<file path="src/afbf_pkg.sv">
// ----------------------------------------------------------------------------
// afbf_pkg : shared types and constants of the audio frame base64 framer
// Job record passed from the front to the back, queue sizing, character
// tables for the JSON header, the base64 alphabet and the line tail.
// ----------------------------------------------------------------------------
package afbf_pkg;

   localparam int RESET_MAX_FRAME = 1161;
   localparam int QUEUE_DEPTH     = 4;
   localparam int QUEUE_PTR_W     = $clog2(QUEUE_DEPTH);
   localparam int QUEUE_CNT_W     = $clog2(QUEUE_DEPTH + 1);
   localparam int BCD_DIGITS      = 10;
   localparam int HEAD_OPEN_LEN   = 22;
   localparam int HEAD_CLOSE_LEN  = 8;
   localparam int TAIL_LEN        = 3;

   localparam logic [7:0] CHAR_PAD     = 8'h3D;  // '='
   localparam logic [7:0] CHAR_ZERO    = 8'h30;  // '0'
   localparam logic [7:0] CHAR_NUL     = 8'h00;

   // One accepted byte worth of output work
   typedef struct packed {
      logic              drop;     // single drop result
      logic              header;   // first byte of an admitted frame
      logic              last;     // closes the line
      logic [3:0]        ndig;     // decimal digits of the sequence number, 1..10
      logic [39:0]       bcd;      // sequence number in BCD
      logic [2:0]        nchr;     // base64 characters in chr, 1..4
      logic [3:0][7:0]   chr;      // base64 characters incl. padding
      logic [31:0]       sent;     // frames_sent after this byte
      logic [31:0]       dropped;  // frames_dropped after this byte
   } afbf_job_type;

   typedef enum logic [2:0] {
      STEP_DROP,
      STEP_OPEN,
      STEP_DIGIT,
      STEP_CLOSE_HDR,
      STEP_B64,
      STEP_TAIL
   } afbf_step_type;

   function automatic logic [7:0] b64_char(input logic [5:0] v);
      logic [7:0] r;
      if (v < 6'd26)       r = 8'h41 + {2'b00, v};
      else if (v < 6'd52)  r = 8'h61 + {2'b00, v} - 8'd26;
      else if (v < 6'd62)  r = 8'h30 + {2'b00, v} - 8'd52;
      else if (v == 6'd62) r = 8'h2B;
      else                 r = 8'h2F;
      return r;
   endfunction

   // {"type":"audio","seq":
   function automatic logic [7:0] head_open_char(input logic [4:0] i);
      logic [7:0] r;
      unique case (i)
         5'd0:    r = 8'h7B;
         5'd1:    r = 8'h22;
         5'd2:    r = 8'h74;
         5'd3:    r = 8'h79;
         5'd4:    r = 8'h70;
         5'd5:    r = 8'h65;
         5'd6:    r = 8'h22;
         5'd7:    r = 8'h3A;
         5'd8:    r = 8'h22;
         5'd9:    r = 8'h61;
         5'd10:   r = 8'h75;
         5'd11:   r = 8'h64;
         5'd12:   r = 8'h69;
         5'd13:   r = 8'h6F;
         5'd14:   r = 8'h22;
         5'd15:   r = 8'h2C;
         5'd16:   r = 8'h22;
         5'd17:   r = 8'h73;
         5'd18:   r = 8'h65;
         5'd19:   r = 8'h71;
         5'd20:   r = 8'h22;
         5'd21:   r = 8'h3A;
         default: r = CHAR_NUL;
      endcase
      return r;
   endfunction

   // ,"pcm":"
   function automatic logic [7:0] head_close_char(input logic [2:0] i);
      logic [7:0] r;
      unique case (i)
         3'd0: r = 8'h2C;
         3'd1: r = 8'h22;
         3'd2: r = 8'h70;
         3'd3: r = 8'h63;
         3'd4: r = 8'h6D;
         3'd5: r = 8'h22;
         3'd6: r = 8'h3A;
         3'd7: r = 8'h22;
      endcase
      return r;
   endfunction

   // "}\n
   function automatic logic [7:0] tail_char(input logic [1:0] i);
      logic [7:0] r;
      unique case (i)
         2'd0:    r = 8'h22;
         2'd1:    r = 8'h7D;
         2'd2:    r = 8'h0A;
         default: r = CHAR_NUL;
      endcase
      return r;
   endfunction

endpackage

</file>
<file path="src/audio_frame_base64_framer.sv">
// ----------------------------------------------------------------------------
// audio_frame_base64_framer : PCM frame to JSON/base64 text line framer
// Path: with the back end idle, an item taken is held in the queue slot, then
//   the current-job register, then the output register as its first character.
// Throughput: one input byte a cycle while the 4-entry job queue has room;
//   output runs at one character a cycle while rsp_stall is low, 0 to 47
//   characters per byte (none for the swallowed bytes of a dropped frame), so
//   the sustained byte rate is set by the character sequencer in the back end.
// Reset: counters, sequence number and frame state clear; limit becomes 1161.
// ----------------------------------------------------------------------------
module audio_frame_base64_framer #(
   parameter int LENGTH_WIDTH = 12
) (
   input  logic                    clock,
   input  logic                    reset,
   input  logic                    req_valid,
   output logic                    req_stall,
   input  logic [7:0]              req_data_byte,
   input  logic                    req_last_byte,
   input  logic [LENGTH_WIDTH-1:0] req_frame_length,
   input  logic                    req_link_up,
   output logic                    rsp_valid,
   input  logic                    rsp_stall,
   output logic [7:0]              rsp_out_char,
   output logic                    rsp_line_end,
   output logic                    rsp_dropped,
   output logic [31:0]             rsp_frames_sent,
   output logic [31:0]             rsp_frames_dropped,
   input  logic                    csr_valid,
   output logic                    csr_ready,
   input  logic [LENGTH_WIDTH-1:0] csr_data
);
   import afbf_pkg::*;

   // front -> queue and queue -> back job transactions
   afbf_job_type fq_job, qb_job;
   logic         fq_valid, fq_ready;
   logic         qb_valid, qb_take;

   // Front: admit or drop a frame on its first byte, count, split into sextets
   afbf_front #(
      .LENGTH_WIDTH(LENGTH_WIDTH)
   ) u_front (
      .clock            (clock),
      .reset            (reset),
      .csr_valid        (csr_valid),
      .csr_ready        (csr_ready),
      .csr_data         (csr_data),
      .req_valid        (req_valid),
      .req_stall        (req_stall),
      .req_data_byte    (req_data_byte),
      .req_last_byte    (req_last_byte),
      .req_frame_length (req_frame_length),
      .req_link_up      (req_link_up),
      .job_valid        (fq_valid),
      .job_ready        (fq_ready),
      .job              (fq_job)
   );

   // Queue: hold jobs so that the front keeps taking bytes during long headers
   afbf_queue u_queue (
      .clock    (clock),
      .reset    (reset),
      .wr_valid (fq_valid),
      .wr_ready (fq_ready),
      .wr_job   (fq_job),
      .rd_valid (qb_valid),
      .rd_take  (qb_take),
      .rd_job   (qb_job)
   );

   // Back: one character a cycle into the output register unless stalled
   afbf_back u_back (
      .clock              (clock),
      .reset              (reset),
      .job_valid          (qb_valid),
      .job_take           (qb_take),
      .job                (qb_job),
      .rsp_valid          (rsp_valid),
      .rsp_stall          (rsp_stall),
      .rsp_out_char       (rsp_out_char),
      .rsp_line_end       (rsp_line_end),
      .rsp_dropped        (rsp_dropped),
      .rsp_frames_sent    (rsp_frames_sent),
      .rsp_frames_dropped (rsp_frames_dropped)
   );

   // A drop result is a bare line end carrying a NUL character
   a_drop_shape : assert property (@(posedge clock) disable iff (reset)
      rsp_valid && rsp_dropped |-> rsp_line_end && (rsp_out_char == CHAR_NUL))
      else $error("drop result malformed");

   // A line of a sent frame closes only on a newline
   a_line_newline : assert property (@(posedge clock) disable iff (reset)
      rsp_valid && rsp_line_end && !rsp_dropped |-> (rsp_out_char == 8'h0A))
      else $error("line end without newline");

   // The front is never held off while the queue has room for a job
   a_front_stall : assert property (@(posedge clock) disable iff (reset)
      req_stall |-> !fq_ready)
      else $error("front stalled with queue space");

endmodule

</file>
<file path="src/afbf_front.sv">
// ----------------------------------------------------------------------------
// afbf_front : admission and classification
// Holds the frame limit register, checks each frame on its first byte,
// keeps sequence and frame counters and splits bytes into base64 sextets.
// ----------------------------------------------------------------------------
module afbf_front #(
   parameter int LENGTH_WIDTH = 12
) (
   input  logic                    clock,
   input  logic                    reset,
   input  logic                    csr_valid,
   output logic                    csr_ready,
   input  logic [LENGTH_WIDTH-1:0] csr_data,
   input  logic                    req_valid,
   output logic                    req_stall,
   input  logic [7:0]              req_data_byte,
   input  logic                    req_last_byte,
   input  logic [LENGTH_WIDTH-1:0] req_frame_length,
   input  logic                    req_link_up,
   output logic                    job_valid,
   input  logic                    job_ready,
   output afbf_pkg::afbf_job_type  job
);
   import afbf_pkg::*;

   localparam longint LenMax   = (64'd1 << LENGTH_WIDTH) - 64'd1;
   localparam longint MaxReset = (RESET_MAX_FRAME < LenMax) ? RESET_MAX_FRAME : LenMax;

   logic [LENGTH_WIDTH-1:0] max_ff;
   logic [31:0]             seq_ff, seq_in;
   logic [39:0]             bcd_ff, bcd_in;
   logic [3:0]              held_ff, held_in;
   logic [1:0]              phase_ff, phase_in;
   logic                    in_frame_ff, in_frame_in;
   logic                    skip_ff, skip_in;
   logic [31:0]             sent_ff, sent_in;
   logic [31:0]             drop_ff, drop_in;

   logic        accept, first, fail, nines;
   logic [31:0] seq_next;
   logic [39:0] bcd_inc, bcd_next;
   logic [3:0]  ndig, held, held_new, nib;
   logic [1:0]  phase, phase_new;
   logic [5:0]  s0, s1;
   logic [3:0][7:0] chr;
   logic [2:0]  nchr;

   assign csr_ready = 1'b1;

   always_comb begin
      accept    = req_valid && job_ready;
      req_stall = !job_ready;
      first     = !in_frame_ff;
      fail      = !req_link_up || (req_frame_length > max_ff);
      phase     = first ? 2'd0 : phase_ff;
      held      = first ? 4'd0 : held_ff;

      // decimal increment: a digit steps when every digit below it is nine
      seq_next = seq_ff + 32'd1;
      nines    = 1'b1;
      for (int i = 0; i < BCD_DIGITS; i++) begin
         nib = bcd_ff[4*i +: 4];
         bcd_inc[4*i +: 4] = nines ? ((nib == 4'd9) ? 4'd0 : nib + 4'd1) : nib;
         nines = nines && (nib == 4'd9);
      end
      bcd_next = (seq_next == 32'd0) ? 40'd0 : bcd_inc;
      ndig = 4'd1;
      for (int i = 0; i < BCD_DIGITS; i++) begin
         if (bcd_next[4*i +: 4] != 4'd0) ndig = 4'(i + 1);
      end

      s1 = 6'd0;
      unique case (phase)
         2'd0: begin
            s0 = req_data_byte[7:2]; held_new = {2'b00, req_data_byte[1:0]}; phase_new = 2'd1;
         end
         2'd1: begin
            s0 = {held[1:0], req_data_byte[7:4]}; held_new = req_data_byte[3:0];
            phase_new = 2'd2;
         end
         default: begin
            s0 = {held[3:0], req_data_byte[7:6]}; s1 = req_data_byte[5:0];
            held_new = 4'd0; phase_new = 2'd0;
         end
      endcase
      chr[0] = b64_char(s0);
      chr[1] = b64_char(s1);
      chr[2] = CHAR_PAD;
      chr[3] = CHAR_PAD;
      nchr   = (phase_new == 2'd0) ? 3'd2 : 3'd1;
      if (req_last_byte) begin
         if (phase_new == 2'd1) begin
            chr[1] = b64_char({held_new[1:0], 4'b0000}); nchr = 3'd4;
         end else if (phase_new == 2'd2) begin
            chr[1] = b64_char({held_new[3:0], 2'b00});   nchr = 3'd3;
         end
      end

      seq_in      = seq_ff;
      bcd_in      = bcd_ff;
      held_in     = held_ff;
      phase_in    = phase_ff;
      in_frame_in = in_frame_ff;
      skip_in     = skip_ff;
      sent_in     = sent_ff;
      drop_in     = drop_ff;
      job_valid   = 1'b0;

      job.drop    = 1'b0;
      job.header  = first;
      job.last    = req_last_byte;
      job.ndig    = ndig;
      job.bcd     = bcd_next;
      job.nchr    = nchr;
      job.chr     = chr;
      job.sent    = sent_ff + {31'd0, req_last_byte};
      job.dropped = drop_ff;

      if (accept) begin
         priority if (first && fail) begin
            drop_in     = drop_ff + 32'd1;
            in_frame_in = !req_last_byte;
            skip_in     = !req_last_byte;
            job.drop    = 1'b1;
            job.dropped = drop_in;
            job.sent    = sent_ff;
            job_valid   = 1'b1;
         end else if (skip_ff) begin
            // swallow the rest of a dropped frame
            if (req_last_byte) begin
               in_frame_in = 1'b0;
               skip_in     = 1'b0;
            end
         end else begin
            if (first) begin
               seq_in = seq_next;
               bcd_in = bcd_next;
            end
            sent_in     = job.sent;
            in_frame_in = !req_last_byte;
            skip_in     = 1'b0;
            held_in     = req_last_byte ? 4'd0 : held_new;
            phase_in    = req_last_byte ? 2'd0 : phase_new;
            job_valid   = 1'b1;
         end
      end
   end

   always_ff @(posedge clock) begin
      if (reset) begin
         max_ff      <= LENGTH_WIDTH'(MaxReset);
         seq_ff      <= '0;
         bcd_ff      <= '0;
         held_ff     <= '0;
         phase_ff    <= '0;
         in_frame_ff <= 1'b0;
         skip_ff     <= 1'b0;
         sent_ff     <= '0;
         drop_ff     <= '0;
      end else begin
         if (csr_valid) max_ff <= csr_data;
         seq_ff      <= seq_in;
         bcd_ff      <= bcd_in;
         held_ff     <= held_in;
         phase_ff    <= phase_in;
         in_frame_ff <= in_frame_in;
         skip_ff     <= skip_in;
         sent_ff     <= sent_in;
         drop_ff     <= drop_in;
      end
   end

endmodule

</file>
<file path="src/afbf_queue.sv">
// ----------------------------------------------------------------------------
// afbf_queue : job queue between front and back
// Small register FIFO; lets the front keep accepting while the back emits.
// ----------------------------------------------------------------------------
module afbf_queue (
   input  logic                   clock,
   input  logic                   reset,
   input  logic                   wr_valid,
   output logic                   wr_ready,
   input  afbf_pkg::afbf_job_type wr_job,
   output logic                   rd_valid,
   input  logic                   rd_take,
   output afbf_pkg::afbf_job_type rd_job
);
   import afbf_pkg::*;

   afbf_job_type               slot_ff [QUEUE_DEPTH];
   logic [QUEUE_PTR_W-1:0]     wr_ptr_ff, wr_ptr_in;
   logic [QUEUE_PTR_W-1:0]     rd_ptr_ff, rd_ptr_in;
   logic [QUEUE_CNT_W-1:0]     count_ff, count_in;
   logic                       push, pop;

   always_comb begin
      wr_ready  = (count_ff != QUEUE_CNT_W'(QUEUE_DEPTH));
      rd_valid  = (count_ff != '0);
      rd_job    = slot_ff[rd_ptr_ff];
      push      = wr_valid && wr_ready;
      pop       = rd_take && rd_valid;
      wr_ptr_in = push ? wr_ptr_ff + 1'b1 : wr_ptr_ff;
      rd_ptr_in = pop ? rd_ptr_ff + 1'b1 : rd_ptr_ff;
      count_in  = count_ff + QUEUE_CNT_W'(push) - QUEUE_CNT_W'(pop);
   end

   always_ff @(posedge clock) begin
      if (reset) begin
         wr_ptr_ff <= '0;
         rd_ptr_ff <= '0;
         count_ff  <= '0;
      end else begin
         wr_ptr_ff <= wr_ptr_in;
         rd_ptr_ff <= rd_ptr_in;
         count_ff  <= count_in;
      end
   end

   always_ff @(posedge clock) begin
      if (push) slot_ff[wr_ptr_ff] <= wr_job;
   end

endmodule

</file>
<file path="src/afbf_back.sv">
// ----------------------------------------------------------------------------
// afbf_back : character sequencer
// Walks one job at a time through a drop result, or header, digits, base64
// and tail, one character per cycle unless stalled, to a registered output.
// ----------------------------------------------------------------------------
module afbf_back (
   input  logic                   clock,
   input  logic                   reset,
   input  logic                   job_valid,
   output logic                   job_take,
   input  afbf_pkg::afbf_job_type job,
   output logic                   rsp_valid,
   input  logic                   rsp_stall,
   output logic [7:0]             rsp_out_char,
   output logic                   rsp_line_end,
   output logic                   rsp_dropped,
   output logic [31:0]            rsp_frames_sent,
   output logic [31:0]            rsp_frames_dropped
);
   import afbf_pkg::*;

   afbf_job_type  cur_ff, cur_in;
   afbf_step_type step_ff, step_in, step_next;
   logic [4:0]    idx_ff, idx_in, idx_next;
   logic          busy_ff, busy_in;
   logic          rsp_valid_ff, rsp_valid_in;
   logic [7:0]    char_ff, ch;
   logic          end_ff, drop_ff, line_end, drop;
   logic [31:0]   sent_ff, dcnt_ff, sent_char;
   logic          out_free, advance, done, load, hdr_step;

   always_comb begin
      out_free  = !rsp_valid_ff || !rsp_stall;
      advance   = busy_ff && out_free;
      ch        = CHAR_NUL;
      line_end  = 1'b0;
      drop      = 1'b0;
      done      = 1'b0;
      hdr_step  = 1'b0;
      step_next = step_ff;
      idx_next  = idx_ff + 5'd1;

      unique case (step_ff)
         STEP_DROP: begin
            line_end = 1'b1;
            drop     = 1'b1;
            done     = 1'b1;
         end
         STEP_OPEN: begin
            hdr_step = 1'b1;
            ch = head_open_char(idx_ff);
            if (idx_ff == 5'(HEAD_OPEN_LEN - 1)) begin
               step_next = STEP_DIGIT;
               idx_next  = {1'b0, cur_ff.ndig - 4'd1};
            end
         end
         STEP_DIGIT: begin
            hdr_step = 1'b1;
            ch = CHAR_ZERO + {4'b0000, cur_ff.bcd[{idx_ff[3:0], 2'b00} +: 4]};
            idx_next = idx_ff - 5'd1;
            if (idx_ff == 5'd0) begin
               step_next = STEP_CLOSE_HDR;
               idx_next  = 5'd0;
            end
         end
         STEP_CLOSE_HDR: begin
            hdr_step = 1'b1;
            ch = head_close_char(idx_ff[2:0]);
            if (idx_ff == 5'(HEAD_CLOSE_LEN - 1)) begin
               step_next = STEP_B64;
               idx_next  = 5'd0;
            end
         end
         STEP_B64: begin
            ch = cur_ff.chr[idx_ff[1:0]];
            if (idx_ff == {2'b00, cur_ff.nchr - 3'd1}) begin
               if (cur_ff.last) begin
                  step_next = STEP_TAIL;
                  idx_next  = 5'd0;
               end else begin
                  done = 1'b1;
               end
            end
         end
         STEP_TAIL: begin
            ch = tail_char(idx_ff[1:0]);
            if (idx_ff == 5'(TAIL_LEN - 1)) begin
               line_end = 1'b1;
               done     = 1'b1;
            end
         end
         default: done = 1'b1;
      endcase

      // header characters still carry the count from before this frame closes
      sent_char = hdr_step ? (cur_ff.sent - {31'd0, cur_ff.last}) : cur_ff.sent;

      // fetch the next job in the cycle the current one finishes
      load     = (!busy_ff || (advance && done)) && job_valid;
      job_take = load;

      cur_in  = cur_ff;
      step_in = step_ff;
      idx_in  = idx_ff;
      busy_in = busy_ff;
      if (load) begin
         cur_in  = job;
         busy_in = 1'b1;
         idx_in  = 5'd0;
         step_in = job.drop ? STEP_DROP : (job.header ? STEP_OPEN : STEP_B64);
      end else if (advance && done) begin
         busy_in = 1'b0;
      end else if (advance) begin
         step_in = step_next;
         idx_in  = idx_next;
      end

      rsp_valid_in = out_free ? advance : rsp_valid_ff;
   end

   always_ff @(posedge clock) begin
      if (reset) begin
         busy_ff      <= 1'b0;
         step_ff      <= STEP_DROP;
         idx_ff       <= '0;
         rsp_valid_ff <= 1'b0;
      end else begin
         busy_ff      <= busy_in;
         step_ff      <= step_in;
         idx_ff       <= idx_in;
         rsp_valid_ff <= rsp_valid_in;
      end
   end

   always_ff @(posedge clock) begin
      cur_ff <= cur_in;
      if (advance) begin
         char_ff <= ch;
         end_ff  <= line_end;
         drop_ff <= drop;
         sent_ff <= sent_char;
         dcnt_ff <= cur_ff.dropped;
      end
   end

   assign rsp_valid          = rsp_valid_ff;
   assign rsp_out_char       = char_ff;
   assign rsp_line_end       = end_ff;
   assign rsp_dropped        = drop_ff;
   assign rsp_frames_sent    = sent_ff;
   assign rsp_frames_dropped = dcnt_ff;

endmodule

</file>
<file path="config.mk">
export PLATFORM = sky130hd
export DESIGN_NAME = audio_frame_base64_framer
export DESIGN_NICKNAME = d
export VERILOG_FILES = /design/src/afbf_pkg.sv /design/src/audio_frame_base64_framer.sv /design/src/afbf_front.sv /design/src/afbf_queue.sv /design/src/afbf_back.sv
export SDC_FILE = /design/constraint.sdc
export NUM_CORES = 1
export LEC_CHECK = 0
export ABC_AREA = 1
export BUFFER_PORTS_ARGS = -buffer_cell sky130_fd_sc_hd__buf_2
export CORE_MARGIN = 4
export CORE_UTILIZATION = 50
export CTS_CLUSTER_DIAMETER = 50
export CTS_CLUSTER_SIZE = 12
export DETAILED_ROUTE_END_ITERATION = 10
export PLACE_DENSITY = 0.66
export SYNTH_ARGS = -nofsm -noshare
export SYNTH_HDL_FRONTEND = slang
export SYNTH_HIERARCHICAL = 1
export SYNTH_SLANG_ARGS = --single-unit
</file>
<file path="constraint.sdc">
create_clock -name clock -period 9.2 [get_ports clock]
set_input_delay 0.46 -clock clock [delete_from_list [all_inputs] [get_ports clock]]
set_output_delay 0.46 -clock clock [all_outputs]
set_load 0.02 [all_outputs]
</file>
==> Word-level counts from Yosys, hierarchy flattened <==
Memories as Yosys holds them, arrays and structs flattened. A register that Yosys moved wholly into a read port is not among the register bits.
Cells that the tools add are included.
{ "op_classes": {"addsub": 43, "mul": 0, "div": 0, "magnitude_cmp": 14, "eq_ne": 34, "shifts": 1, "mux": 110, "bitwise_logic": 4, "reduce_logical": 53} }
{ "op_table": {"columns": ["op", "n"], "rows": [
  ["$mux W64", 2],
  ["$mux W8", 16],
  ["$mux W4", 29],
  ["$add A32 B1 Y32 const B", 2],
  ["$add A7 B6 Y8 const A", 8],
  ["$mux W3", 17],
  ["$lt A6 B6 Y1 const B", 8],
  ["$add A4 B1 Y4 const B", 10],
  ["$eq A4 B4 Y1 const B", 10],
  ["$mux W40", 1],
  ["$pmux W8 S5", 1],
  ["$shiftx A40 B7 Y4", 1],
  ["$reduce_bool A4 Y1", 9],
  ["$mux W5", 7],
  ["$add A32 B1 Y32", 1],
  ["$logic_not A32 Y1", 1],
  ["$mux W32", 1],
  ["$sub A32 B1 Y32", 1],
  ["$sub A8 B5 Y8 const B", 4],
  ["$sub A8 B6 Y8 const B", 4],
  ["$add A6 B6 Y7 const A", 4],
  ["$lt A6 B5 Y1 const B", 4],
  ["$pmux W7 S3", 1],
  ["$mux W1", 20],
  ["other kinds (49)", 97]
]} }
{ "word_totals": {"regBits": 391, "latch_bits": 0, "ram_bits": 520, "romBits": 272, "inputBits": 39, "out_inout_bits": 77, "word_cells": 293, "n_memories": 3} }
{ "mem_list": {"columns": ["memory", "depth", "width", "rd", "rd_clocked_by_memory_dff", "wr", "line_no", "source"], "rows": [
  ["u_queue.slot_ff", 4, 130, 1, 1, 1, "afbf_queue.sv:17", "afbf_job_type slot_ff [QUEUE_DEPTH];"],
  ["(no name shown)", 32, 7, 1, 1, 0, "afbf_pkg.sv:56", "unique case (i)"],
  ["(no name shown)", 8, 6, 1, 1, 0, "afbf_pkg.sv:87", "unique case (i)"]
]} }

==> Longest topological paths before layout <==
Gate-level depths: netlist (run 1).
{ "logic_depth": {"word_depth": 21, "mapped_depth": 24, "ltp_nobuf": 24} }

==> Modules after synthesis <==
The synthesis (run 1) kept the hierarchy.
{ "modules_own_cells": {"columns": ["mod", "instances", "cells_per_inst", "area_each_um2", "seq_area_each_um2"], "rows": [
  ["afbf_queue", 1, 1478, 21933.5, 17717.0],
  ["afbf_front", 1, 1815, 11319.6, 3123.0],
  ["afbf_back", 1, 812, 9964.6, 7006.7]
]} }

==> Worst setup path before layout (run 1) <==
OpenSTA, ideal clock, no wires.
{ "synth_path": {"path_kind": "input -> register", "start": "input req_frame_length[11]", "end": "memory u_queue/slot_ff[0][0] (netlist bit) (enable)", "arrival_time_ns": 7.810, "required_time_ns": 8.546, "slack_ns": 0.736, "stages": 11, "path_cell_list": "ha_1 > nand4_1 > nor2_1 > nand2_1 > nand2_1 > o32ai_1 > nand2_1 > nand2_1 > a21oi_1 > nand2_1 > nor2_1"} }
{ "synth_between": {"elab_chain_cells": 8} }
{ "synth_lines": {"columns": ["item", "line_no", "source"], "rows": [
  ["from (decl)", "audio_frame_base64_framer.sv:20", "input logic [LENGTH_WIDTH-1:0] req_frame_length,"],
  ["$gt A12 B12 Y1", "afbf_front.sv:54", "fail = !req_link_up || (req_frame_length > max_ff);"],
  ["$logic_or A1 B1 Y1", "afbf_front.sv:54", null],
  ["$logic_and A1 B1 Y1", "afbf_front.sv:120", "priority if (first && fail) begin"],
  ["$mux W1", "afbf_front.sv:120", null],
  ["$mux W1", "afbf_front.sv:119", "if (accept) begin"],
  ["net fq_valid", "audio_frame_base64_framer.sv:37", "logic fq_valid, fq_ready;"],
  ["$logic_and A1 B1 Y1", "afbf_queue.sv:27", "push = wr_valid && wr_ready;"],
  ["$mux W1", "afbf_queue.sv:47", "if (push) slot_ff[wr_ptr_ff] <= wr_job;"],
  ["$mux W1 (not written as such)", "afbf_queue.sv:47", null],
  ["to (decl)", "afbf_queue.sv:17", null]
]} }
The timed path passes the listed nets, and every way through them passes these cells.

==> Final worst setup path (run 1) <==
{ "layout_path": {"start": "register u_front.max_ff[11]", "end": "register u_front.bcd_ff[24]"} }
{ "layout_between": {"elab_chain_cells": 5} }
{ "layout_lines": {"columns": ["item", "line_no", "source"], "rows": [
  ["from (decl)", "afbf_front.sv:29", "logic [LENGTH_WIDTH-1:0] max_ff;"],
  ["from (signal assigned)", "afbf_front.sv:151", "max_ff <= LENGTH_WIDTH'(MaxReset);"],
  ["from (signal assigned)", "afbf_front.sv:161", "if (csr_valid) max_ff <= csr_data;"],
  ["$gt A12 B12 Y1", "afbf_front.sv:54", null],
  ["$logic_or A1 B1 Y1", "afbf_front.sv:54", null],
  ["$logic_and A1 B1 Y1", "afbf_front.sv:120", null],
  ["$not A1 Y1 (no source line)", null, null],
  ["$reduce_and A4 Y1 (no source line)", null, null],
  ["to (signal assigned)", "afbf_front.sv:163", "bcd_ff <= bcd_in;"],
  ["to (decl)", "afbf_front.sv:31", "logic [39:0] bcd_ff, bcd_in;"]
]} }
No other way between the ends.
A chain may end at the register's enable or synchronous reset.

==> flow_metrics.py, run 1 <==
metrics = {
    "sta": {
        "fmax_mhz": 223,
        "layout_worst_path_cycle_share": 0.488,
        "finalCriticalPeriod_ns": 4.49,
        "final-max-slew-violation-count": 0,
        "grt_setup_unrepaired": "no",
        "hold_violations": 0,
        "finalClockSkew_ns": 0.0393,
        "slew_headroom": 0.261,
        "tightest_slew_ns": 1.11,
        "fin_setup_tns_ns": 0,
        "finalSetupViolations": 0,
    },
    "cts": {
        "cts_tree": "built",
        "cts_max_path_buffers": 3,
        "clk_latency_ns": 0.66,
        "path_clk_slew_ns": 0.06,
        "htree_levels": 3,
        "cts_resized": 0,
        "cts_setup_buffers": 0,
        "hold_buffers": 4,
        "numCtsBuffers": 107,
        "cts_sinks": 990,
        "root_buffer": "clkbuf_16",
    },
    "drt": {
        "drtIter0Drc": 2225,
        "drt-total-wl_um": 94100,
        "wl_per_cell_um": 17.3,
        "vias_per_cell": 5.41,
        "ant_nets": 0,
        "drt-pass1-iter-count": 5,
        "vias": 29332,
        "drc": 0,
    },
    "synth": {
        "synthesis.area_mm2": 0.0432,
        "synth_ff_type": "edfxtp_1",
        "avgSynthCellArea_um2": 10.5,
        "synth_cells": 4105,
        "ys_seq_area_frac": 0.644,
        "synth_edf_count": 802,
        "ys_async_sr_fraction": 0,
        "synth-seq-cells": 990,
        "yosysWarnings": 6,
        "ys_types": 72,
    },
    "place": {
        "portBuffers": 114,
        "finalWeightedCongestion": 0.889,
        "dp_hpwl_um": 58100,
        "dpl_cell_area_mm2": 0.0447,
    },
    "critical_path": {
        "slowest_stage": "inv_2",
        "worstPathArrival_ns": 4.96,
        "crit_path_cell_trace": "inv_1 > ha_1 > nand4_1 > nor2_1 > nand2_1 > nand2_1 > o32ai_1 > nand2_1 > nand2_1 > nand2_1 > buf_4 > inv_1 > nand2_2 > buf_4 > inv_2 > o21ai_0 > a21oi_1",
        "critPathKind": "flop to flop",
        "slowest_delay_ns": 0.58,
        "crit_top_cell": "nand2_1",
        "required_ns": 9.67,
        "path_max_fanout": 74,
        "endpoint_kind": "flop",
        "startpoint_type": "flop",
        "rr_worst_depth": 17,
    },
    "power_and_ir_drop": {
        "p_leak_nw": 17.9,
        "powerDensity_mw_per_mm2": 288,
        "p_total_mw": 13.9,
        "vdd_ir_drop_max_mv": 0.187,
    },
    "final_layout": {
        "layout_commonest_cell": "edfxtp_1",
        "final_cell_mix": "802 x edfxtp_1, 556 x nor2_1, 539 x nand2_1, 392 x o21ai_0, 354 x inv_1",
        "drive_above_1_share": 0.101,
        "fin_util": 0.565,
        "diodes": 0,
        "final_area_mm2": 0.0482,
        "syn2layout_area_growth_pct": 11.6,
        "final_nets": 4281,
    },
    "global_route": {
        "grt_util_all_layers": 0.203,
        "grt_pass1_vias": 27553,
        "grt_antenna_before_repair": 0,
        "overflow": 0,
        "grt_max_degree": 126,
        "grt_pass1_wl_um": 149000,
    },
    "job": {
        "max_cap_viol_count": 0,
    },
    "min_path": {
        "hp-class": "input port to flop",
        "min_path_cells": 3,
    },
    "outcome": {
        "status": "complete, no violations",
    },
    "floorplanning": {
        "core_mm2": 0.0854,
        "fp-row-count": 107,
        "die_w_um": 302,
        "die-area_mm2": 0.0912,
        "io_pins": 116,
        "die_h_um": 302,
        "start_util": 0.506,
    },
}
area by class of cell:
| cell class | count | area, um2 |
|---|---|---|
| Inverter | 395 | 1510 |
| Clock inverter | 38 | 512 |
| Tap cell | 1144 | 1430 |
| Multi-Input combinational cell | 2545 | 13100 |
| Timing Repair Buffer | 148 | 836 |
| Fill cell | 7222 | 37200 |
| Clock buffer | 166 | 3030 |
| Sequential cell | 990 | 27900 |
sequential cells by signal, summed over array words and instances, names as in the netlist, 3 cells and up, named ones only:
| register | flops |
|---|---|
| u_front/max_ff | 12 |
| u_back/rsp_out_char | 8 |
| u_back/idx_ff | 5 |
| u_queue/count_ff | 3 |
| u_back/step_ff | 3 |
| u_front/seq_ff | 32 |
| u_front/drop_ff | 32 |
| u_queue/slot_ff | 584 |
| u_back/rsp_frames_sent | 32 |
| u_front/sent_ff | 32 |
| u_back/rsp_frames_dropped | 32 |
| u_front/bcd_ff | 40 |
| u_front/held_ff | 4 |
| u_back/cur_ff | 144 |
critical path: cells and delay by family, from the launching register on:
kind	cells	cell delay [ns]
buffers and inverters	5	2.09
AND/OR/NAND/NOR	8	1.03
AO/OA/AOI/OAI	3	0.48
flip-flops	1	0.30
adder cells (fa/ha/maj)	1	0.30
logic make-up (layout without fill, tap and decap cells):
logic type | Yosys count | count (layout) | synth area share
buf+inv | 585 | 747 | 0.0557
flops | 990 | 990 | 0.644
other cells | 2 | 17 | 0.000174
fa+ha+maj | 55 | 55 | 0.0161
xor+xnor | 106 | 106 | 0.0215
simple gates | 1405 | 1405 | 0.142
compound gates | 962 | 962 | 0.120
final timing paths:
path                      startpoint                             to  slack, ns
setup / recovery  u_front/max_ff[11]             u_front/bcd_ff[24]       4.71
hold / removal           csr_data[9]              u_front/max_ff[9]       0.08
setup reg to reg  u_front/max_ff[11]             u_front/bcd_ff[24]       4.71
hold reg to reg    u_back/cur_ff[13]  u_back/rsp_frames_dropped[13]       0.42
where the power goes:
part | internal, mW | switching, mW
sequential | 6.25 | 0.432
clock | 2.49 | 1.73
combinational | 0.790 | 2.20
total | 9.53 | 4.37
Yosys cell counts (5+ instances only):
cell type    n  area share
edfxtp_1   802        0.56
clkbuf_1   110      0.0096
nor3_1      47      0.0054
ha_1        54       0.016
o21a_1       8      0.0014
o22ai_1    162       0.023
a21oi_1    187       0.022
nand2_1    540       0.047
o31ai_1      5     0.00087
o211ai_1     5     0.00087
buf_6        5      0.0013
nor2_1     561       0.049
buf_2       44      0.0051
nand3b_1     8      0.0014
inv_2       30      0.0026
inv_1      359       0.031
nand3_1    113       0.013
nand2_4      6      0.0016
a211oi_1     9      0.0016
nand2_2     20      0.0029
dfxtp_1    188       0.087
xor2_1      89       0.018
xnor2_1     17      0.0034
buf_4       27      0.0047
nor2_4      14      0.0036
nor4_1      12      0.0017
nand4_1     35      0.0051
a31oi_1     10      0.0014
nor2_2      17      0.0025
o21ai_0    392       0.045
o21ai_1    157       0.018
per-stage QoR:
step	hold slack, ns	instances	worst slack [ns]
floorplan	0.400	4120	0.736
finish	0.0848	5426	4.71
global route	0.0691	5426	4.22
global placement	0.405	5218	4.58
CTS	0.0425	5426	4.70
detailed placement	0.405	5218	4.51
routing by layer:
layer	part of all wire	vias to the layer above	routed length, um	track usage
li1	-	14426	-	-
met1	0.45	14044	42300	0.285
met2	0.47	736	44300	0.331
met3	0.057	126	5350	0.0306
met4	0.022	0	2090	0.0607
met5	0	-	0	0
Power figures use the tool's default switching activity.
==> run 2: changes to the inputs <==
clock period = 4.2 ns   (was 9.2 ns; I/O delays follow)
==> run 2 against run 1 <==
Routed wire length rose by 1.8%. Clock skew rose by 0.0062 ns. Clock-buffer cell count fell by 13. Power rose by 120%. Die area did not move. Flip-flop and latch count did not move. Sequential power rose by 120%. Critical path depth rose by 5. Critical endpoint is now u_queue/slot_ff[0][139].
==> flow_metrics.py, run 2 (same netlist as run 1, synthesis figures left out) <==
metrics = {
    "sta": {
        "hold_slack_ns": 0.0346,
        "fmax_mhz": 292,
        "grt_setup_unrepaired": "no",
        "finalCriticalPeriod_ns": 3.43,
        "layout_worst_path_cycle_share": 0.817,
        "hold_violations": 0,
        "finalClockSkew_ns": 0.0454,
        "final-max-slew-violation-count": 0,
        "final.setup.worst_slack_ns": 0.770,
        "finalSetupViolations": 0,
        "tightest_slew_ns": 1.14,
        "slew_headroom": 0.243,
    },
    "critical_path": {
        "crit_path_cell_trace": "ha_1 > nand2_1 > nor2_4 > nand2_1 > nor2_2 > nand2_1 > nand2_1 > nand2_1 > nor2_1 > nand2_1 > nor2_2 > nand3_4 > buf_4 > o21ai_1 > nand2_1 > nand2_1 > nand2_1 > nand2_1 > nand2_1 > nand2_1 > nand2_1 > a21oi_1",
        "rrSetupSlack_ns": 0.77,
        "slowest_stage": "dfxtp_1",
        "path_max_fanout": 30,
        "regToRegEndpoint": "u_queue/slot_ff[0][139]",
        "crit_buf_inv": 1,
        "endpoint_kind": "flop",
        "endpoint": "u_queue/slot_ff[0][139]",
        "cp_num_cells": 22,
        "startpoint_type": "flop",
        "cp_top_family": "simple AND/OR/NAND/NOR gates",
        "critPathKind": "flop to flop",
        "worstPathArrival_ns": 3.88,
        "rr_worst_depth": 22,
        "reg2reg_from": "u_front/seq_ff[0]",
        "crit_top_cell": "nand2_1",
        "slowest_delay_ns": 0.38,
        "crit_start": "u_front/seq_ff[0]",
        "required_ns": 4.65,
    },
    "place": {
        "preCtsSetupSlack_ns": 0.759,
        "dp_hpwl_um": 58700,
        "portBuffers": 114,
        "finalWeightedCongestion": 0.901,
    },
    "final_layout": {
        "fillers": 7249,
        "reg_top3": "u_queue/slot_ff: 584 flops, u_back/cur_ff: 144 flops, u_front/bcd_ff: 40 flops",
        "final_cell_mix": "802 x edfxtp_1, 556 x nor2_1, 536 x nand2_1, 392 x o21ai_0, 354 x inv_1",
        "syn2layout_area_growth_pct": 12.4,
        "drive_above_1_share": 0.105,
        "final_nets": 4314,
        "seq_area_mm2": 0.0279,
        "multiInputGateArea_mm2": 0.0131,
        "diodes": 0,
        "largest_reg_flops": 584,
        "regMostFlops": "u_queue/slot_ff",
        "layout_commonest_cell": "edfxtp_1",
    },
    "floorplanning": {
        "die_w_um": 302,
        "core_mm2": 0.0854,
        "start_util": 0.506,
        "io_pins": 116,
        "die_h_um": 302,
        "die-area_mm2": 0.0912,
        "fp-row-count": 107,
    },
    "power_and_ir_drop": {
        "p_sw_mw": 9.64,
        "swShare": 0.317,
        "p_leak_nw": 18.0,
        "p_int_mw": 20.8,
        "vdd_ir_drop_max_mv": 0.777,
        "powerDensity_mw_per_mm2": 626,
        "pwr-share-clk": 0.299,
        "combPwrFrac": 0.219,
        "seqPwrFrac": 0.482,
    },
    "cts": {
        "clk_latency_ns": 0.68,
        "path_clk_slew_ns": 0.06,
        "cts_setup_buffers": 0,
        "root_buffer": "clkbuf_16",
        "cts_sinks": 990,
        "cts_tree": "built",
        "cts_max_path_buffers": 3,
        "htree_levels": 3,
        "cts_resized": 0,
        "numCtsBuffers": 108,
    },
    "global_route": {
        "grt_util_met2": 0.348,
        "overflow": 0,
        "globalRouteMet1Util": 0.291,
        "grt_pass1_vias": 27920,
        "grt_antenna_before_repair": 0,
        "grt_util_all_layers": 0.209,
        "grt_pass1_wl_um": 152000,
        "top_usage_layer": "met2",
        "grt_max_degree": 149,
        "grt_use_met3": 0.0287,
    },
    "drt": {
        "vias": 29443,
        "wl_per_cell_um": 17.6,
        "ant_nets": 0,
        "drt-pass1-iter-count": 6,
        "drtIter0Drc": 2423,
        "drt-total-wl_um": 95800,
        "drc": 0,
        "vias_per_cell": 5.40,
    },
    "min_path": {
        "hp-class": "input port to flop",
    },
    "outcome": {
        "status": "complete, no violations",
    },
    "job": {
        "max_cap_viol_count": 0,
    },
}
## run 2: cell count changes in the layout (fill, tap and decap cells not counted), sizes merged
cell / delta
inv: +2
bufinv: -1
buf: +14
clkbuf: -13
clkinvlp: +1
dlygate4sd3: +18
clkinv: +5
## run 2: worst min-delay path by stage
stage | from | end | slack [ns] | depth (start not counted)
after floorplan | reset | u_back/rsp_valid | 0.27 | 1
after global placement | u_back/cur_ff[5] | u_back/rsp_frames_dropped[5] | 0.40 | 0
after detailed placement | u_back/cur_ff[21] | u_back/rsp_frames_dropped[21] | 0.40 | 0
after CTS | req_data_byte[0] | u_queue/slot_ff[1][76] | 0.006 | 3
after global routing | req_data_byte[0] | u_queue/slot_ff[3][76] | 0.03 | 3
final | req_data_byte[0] | u_queue/slot_ff[1][76] | 0.03 | 3
## run 2: per-stage QoR
step	utilization	total power, mW	TNS (ns)	cells	area, um2
after floorplan	-	19.2	-51.88	4120	43300
after global placement	0.526	21.5	0	5232	44900
after detailed placement	0.526	21.6	0	5232	44900
after CTS	0.569	30.7	0	5452	48600
after global routing	0.569	32.0	0	5452	48600
final	0.569	30.4	0	5452	48600
## run 2: power by group through the flow
| stage | clock network (mW) | logic, mW | registers, mW |
|---|---|---|---|
| after global routing | 9.72 | 7.45 | 14.9 |
| final | 9.08 | 6.67 | 14.7 |
| after floorplan | 0 | 4.32 | 14.9 |
| after detailed placement | 0 | 6.70 | 14.9 |
| after CTS | 9.28 | 6.74 | 14.7 |
| after global placement | 0 | 6.63 | 14.8 |
## run 2: tightest hold or removal path, delay by kind of cell
| kind | cells | cell delay, ns |
|---|---|---|
| and+or+nand+nor | 2 | 0.22 |
| buffers and inverters | 1 | 0.12 |
## run 2: final cells by class
class                      instances  area share
timing repair buffer             180      0.0259
multi-input combinational       2545       0.269
inverter                         395      0.0312
clock buffer                     153      0.0604
tap                             1144      0.0295
sequential                       990       0.573
clock inverter                    45      0.0103
## run 2: metal layers
metal / share of wire / routed length [um]
met4: 0.020 / 1960
met1: 0.45 / 43400
met3: 0.050 / 4830
met2: 0.48 / 45600
met5: 0 / 0
## run 2: what timing repair did
action,CTS,global route
hold buffers,22,0
endpoints found under the hold margin,19,0
setup endpoints to repair,0,0
